===== config.mk =====
export PLATFORM = sky130hd
export DESIGN_NAME = grdc_ctrl
export DESIGN_NICKNAME = d
export VERILOG_FILES = /design/src/hdl/grdc_pkg.sv /design/src/hdl/grdc_ctrl.sv
export SDC_FILE = /design/constraint.sdc
export NUM_CORES = 1
export LEC_CHECK = 0
export ABC_AREA = 1
export BUFFER_PORTS_ARGS = -buffer_cell sky130_fd_sc_hd__buf_4
export CORE_AREA = 2 2 39 41
export CTS_BUF_LIST = sky130_fd_sc_hd__clkbuf_8 sky130_fd_sc_hd__clkbuf_16
export DETAILED_ROUTE_END_ITERATION = 10
export DIE_AREA = 0 0 41 43
export HOLD_SLACK_MARGIN = 0.12
export PLACE_DENSITY = 0.45
export SLEW_MARGIN = 0
export SYNTH_ARGS = -nofsm -noshare
export SYNTH_HDL_FRONTEND = slang
export SYNTH_SLANG_ARGS = --single-unit

===== constraint.sdc =====
create_clock -name clk_i -period 3.3 [get_ports clk_i]
set_input_delay 0.66 -clock clk_i [delete_from_list [all_inputs] [get_ports clk_i]]
set_output_delay 0.66 -clock clk_i [all_outputs]
set_load 0.005 [all_outputs]

===== src/hdl/grdc_pkg.sv =====
// shared types and constants of the grid ray caster
package grdc_pkg;

  localparam int FRAC_BITS  = 16;
  localparam int MAP_SIDE   = 64;
  localparam int TEX_BITS   = 5;
  localparam int ORG_W      = 22;
  localparam int DIR_W      = 18;
  localparam int ADDR_W     = 12;
  localparam int TILE_W     = 8;
  localparam int SIZE_W     = 7;
  localparam int CELL_W     = 8;
  localparam int QUO_W      = 2 * FRAC_BITS + 1;
  localparam int ACC_W      = QUO_W + 8;
  localparam int DIST_W     = 24;
  localparam int IN_DATA_W  = 104;
  localparam int OUT_DATA_W = 72;
  localparam int CFG_IDX_W  = 2;

  localparam logic [CFG_IDX_W-1:0] REG_MAP_WIDTH  = 2'd0;
  localparam logic [CFG_IDX_W-1:0] REG_MAP_HEIGHT = 2'd1;

  localparam logic FUNC_WRITE = 1'b0;
  localparam logic FUNC_CAST  = 1'b1;

  typedef enum logic [2:0] {
    ST_IDLE,
    ST_DIV,
    ST_STEP,
    ST_CHECK,
    ST_MUL,
    ST_FIN
  } state_e;

  typedef struct packed {
    logic write;
    logic load;
    logic seed;
    logic step;
    logic check;
    logic mul;
    logic fin;
  } cmd_t;

  typedef struct packed {
    logic zero_dir;
    logic div_done;
    logic oob;
    logic tile_hit;
    logic out_free;
  } sts_t;

endpackage


===== src/hdl/grdc_ctrl.sv =====
// sequencer of the ray caster
module grdc_ctrl (
  input  logic             clk_i,
  input  logic             rst_ni,
  input  logic             in_valid_i,
  input  logic             func_i,
  input  grdc_pkg::sts_t   sts_i,
  output logic             in_ready_o,
  output grdc_pkg::cmd_t   cmd_o
);

  grdc_pkg::state_e state_q, state_d;

  always_ff @(posedge clk_i or negedge rst_ni) begin
    if (!rst_ni) state_q <= grdc_pkg::ST_IDLE;
    else         state_q <= state_d;
  end

  always_comb begin
    state_d = state_q;
    case (state_q)
      grdc_pkg::ST_IDLE: begin
        if (in_valid_i && func_i == grdc_pkg::FUNC_CAST)
          state_d = sts_i.zero_dir ? grdc_pkg::ST_FIN : grdc_pkg::ST_DIV;
      end
      grdc_pkg::ST_DIV: begin
        if (sts_i.div_done) state_d = grdc_pkg::ST_STEP;
      end
      grdc_pkg::ST_STEP:  state_d = grdc_pkg::ST_CHECK;
      grdc_pkg::ST_CHECK: begin
        state_d = (sts_i.oob || sts_i.tile_hit) ? grdc_pkg::ST_MUL : grdc_pkg::ST_STEP;
      end
      grdc_pkg::ST_MUL:   state_d = grdc_pkg::ST_FIN;
      grdc_pkg::ST_FIN: begin
        if (sts_i.out_free) state_d = grdc_pkg::ST_IDLE;
      end
      default: state_d = grdc_pkg::ST_IDLE;
    endcase
  end

  always_comb begin
    in_ready_o = state_q == grdc_pkg::ST_IDLE;
    cmd_o      = '0;
    cmd_o.write = in_ready_o && in_valid_i && func_i == grdc_pkg::FUNC_WRITE;
    cmd_o.load  = in_ready_o && in_valid_i && func_i == grdc_pkg::FUNC_CAST;
    cmd_o.seed  = state_q == grdc_pkg::ST_DIV && sts_i.div_done;
    cmd_o.step  = state_q == grdc_pkg::ST_STEP;
    cmd_o.check = state_q == grdc_pkg::ST_CHECK;
    cmd_o.mul   = state_q == grdc_pkg::ST_MUL;
    cmd_o.fin   = state_q == grdc_pkg::ST_FIN && sts_i.out_free;
  end

endmodule


After elaboration in Yosys (flattened, before gate mapping)
Index checks and enable logic that the tools add are counted.
Storage, ports and cells
  register bits: 3
  output and inout bits: 8
Cells by class
  multiplexer cells: 6
  reduce and logical (&&, ||, !) cells: 9
  equal/unequal tests: 8
  bitwise logic cells: 1
Operators with widths (number)
  3-bit one-hot mux with 6 select lines: 1
  3-bit two-way mux: 5
  3-bit by 2-bit equality test with 1-bit output (second input constant): 2
  3-bit equality test (second input constant): 2
  1-bit logical AND: 6
  2-bit != test (second input constant): 2
  3-bit by 1-bit equality test with 1-bit output (second input constant): 1
  3-bit logical NOT: 1
  3-bit AND reduction: 1
  2-bit by 1-bit != test with 1-bit output (second input constant): 1
  1-bit logical OR: 1
  1-bit NOT: 1

Depth between registers and ports, before layout
  depth after elaboration: 3
  depth in mapped cells: 6

Least setup slack after synthesis
Ideal clock, no wire load.
  kind: register -> output
  start point: reg state_q[0]
  end point: out cmd_o[6] (netlist name)
  stages on the path, launching flop included: 7
  arrival time: 0.932 ns
  required time: 2.640 ns
  setup slack: 1.708 ns
  cell sequence: dfrtp_1 > buf_6 > nor2_2 > nand2_1 > inv_2 > nand2_1 > nor2_1
RTL lines
  from (decl): line grdc_ctrl.sv:12  | grdc_pkg::state_e state_q, state_d;
  from (signal assigned): line grdc_ctrl.sv:15  | if (!rst_ni) state_q <= grdc_pkg::ST_IDLE;
  from (signal assigned): line grdc_ctrl.sv:16  | else state_q <= state_d;
  to (decl): line grdc_ctrl.sv:9  | output grdc_pkg::cmd_t cmd_o

==> reports/results.ini <==
[run_status]
status = completed

[critical_path]
path_cells = nor2_2, nand2_1, inv_2, nand2_1, nor2_1, buf_4
start_kind = flop
cp_top_family = flip-flops
cp-end-kind = primary output
path_class = flop to primary output
worstPathArrival_ns = 1.29
slowest_stage = dfrtp_1
critPathMaxStageDelay_ns = 0.47
worst-path-buf-inv = 2
cp_common_cell = nand2_1
required_ns = 2.64
cp_max_fo = 9

[synth]
yosys_register_bits = 3
synthCells = 41
avgSynthCellArea_um2 = 6.47
syn-num-nets = 50
ys_seq_area_frac = 0.283
synth_cell_types = 15
ys_warn_count = 0
syn-cell-area_um2 = 265

[timing]
rsz0062_at_grt = no
fin_setup_tns_ns = 0
min_period_over_period = 0.592
fin_crit_ns = 1.95
relSlewSlack = 0.805
drv_slew = 0
finalSetupViolations = 0
final.setup_skew_ns = 0.00319
fmax_mhz = 512
tightest_slew_ns = 0.293
hold_violations = 0

[cts]
cts_sinks = 3
cts_tree = yes
cts_root_buf = clkbuf_8
cts_made_buffers = 3
cts_buffer_depth = 2
cts_hold_repair.buffers = 0
clkLatencyLatePin_ns = 0.22
h-tree-depth = 1
clkTransAtPathRegs_ns = 0.03
postCtsResizedCells = 0
postCtsSetupBuffers = 0

[cells_and_area]
top_regs = state_q (3)
nFillCells = 150
syn_to_final_growth_pct = 65.6
drive_above_1_share = 0.450
final_cell_area_um2 = 439
seq_area_um2 = 75.1
nets = 70
fin_cells = 76
multiInputGateArea_um2 = 149
top_register = state_q
n_antenna_cell = 0
largest_reg_flops = 3

[grt]
grt_pass1_wl_mm = 1.01
antenna_found_initial = 0
track_usage = 0.0883
grt_max_degree = 10
gr-total-overflow = 0
first_global_vias = 274

[job]
drv_cap = 0

[route]
vias_per_cell = 4.28
drt_first_pass_iters = 3
drc = 0
drt-initial-drc-count = 2
wirelength_um = 676
routed-via-count = 325
ant_nets = 0
wl_per_cell_um = 8.89

[floorplan]
die_w_um = 41
coreArea_um2 = 1380
die_h_um = 43
dieArea_um2 = 1760
pin_count = 17
rows = 14
initial_core_util = 0.192

[hold_path]
hold_class = input pin to asynchronous set/reset pin

[placed_design]
portBuffers = 16
gp_congestion = 0.675
dp_cells = 72
dp_hpwl_um = 521
place_area_um2 = 394

[power]
peakVddDrop_uv = 194
leakage_nw = 0.250
power.density_nw_per_um2 = 868
total_power_w = 0.000381

==> final timing paths <==
path	slack, ns	cells after the start	startpoint	end
max	1.35	6	state_q[0]$_DFFE_PN0P_	cmd_o[6]
min	0.22	1	rst_ni	state_q[0]$_DFFE_PN0P_
max reg2reg	2.22	4	state_q[0]$_DFFE_PN0P_	state_q[0]$_DFFE_PN0P_
min reg2reg	0.66	2	state_q[0]$_DFFE_PN0P_	state_q[0]$_DFFE_PN0P_
max in group asynchronous	2.98	1	rst_ni	state_q[1]$_DFFE_PN0P_
min in group clk_i	0.66	2	state_q[0]$_DFFE_PN0P_	state_q[0]$_DFFE_PN0P_
==> layer usage <==
layer	track usage	part of all wire
met2	0.134	0.51
met3	0.0314	0.047
met5	0	0
met1	0.0865	0.42
met4	0.0800	0.021
==> power by group <==
group / total, W / switching (W) / internal (W)
sequential: 0.0000904 / 0.0000364 / 0.0000540
combinational: 0.000187 / 0.0000982 / 0.0000889
clock: 0.000104 / 0.0000244 / 0.0000792
total: 0.000381 / 0.000159 / 0.000222
==> area by class of cell <==
class	instances	share of cell area
multi-input cells	29	0.339
repair buffers	16	0.274
flip-flops and latches	3	0.171
clock buffers	3	0.0940
inverters	8	0.0684
well taps	16	0.0456
clock inverters	1	0.00855
==> through the flow <==
stage                     hold WS (ns)  setup WS [ns]   util
after floorplan                  0.364           1.71      -
after global placement           0.451           1.54  0.285
after detailed placement         0.450           1.54  0.285
after CTS                        0.222           1.34  0.317
after global routing             0.219           1.22  0.317
final                            0.223           1.35  0.317
==> Yosys cell counts <==
master    count  share of area
nand4_1       3          0.071
a21oi_1       1          0.019
buf_6         1          0.042
o211ai_1      1          0.028
nor3_1        1          0.019
nand2_1       7          0.099
o21ai_2       1          0.033
inv_1         4          0.057
nor4_1        2          0.047
nor2_2        1          0.024
dfrtp_1       3           0.28
nand3_1       1          0.019
inv_2         4          0.057
nor2_1        9           0.13
nand3_2       2          0.075
==> cell families after synthesis <==
group                  share of synthesized area
AO/OA/AOI/OAI                             0.0802
flip-flops                                 0.283
buffers and inverters                      0.156
AND/OR/NAND/NOR                            0.481
==> cells in the final DEF (no fill, tap or decap), types with 2 or more instances in the layout <==
cell type,instances
nand2_1,7
nor2_1,9
buf_4,16
dfrtp_1,3
nand4_1,3
inv_1,5
clkbuf_8,3
nand3_2,2
nor4_1,2
inv_2,4
Note: power is estimated with default switching activity, not from simulation.
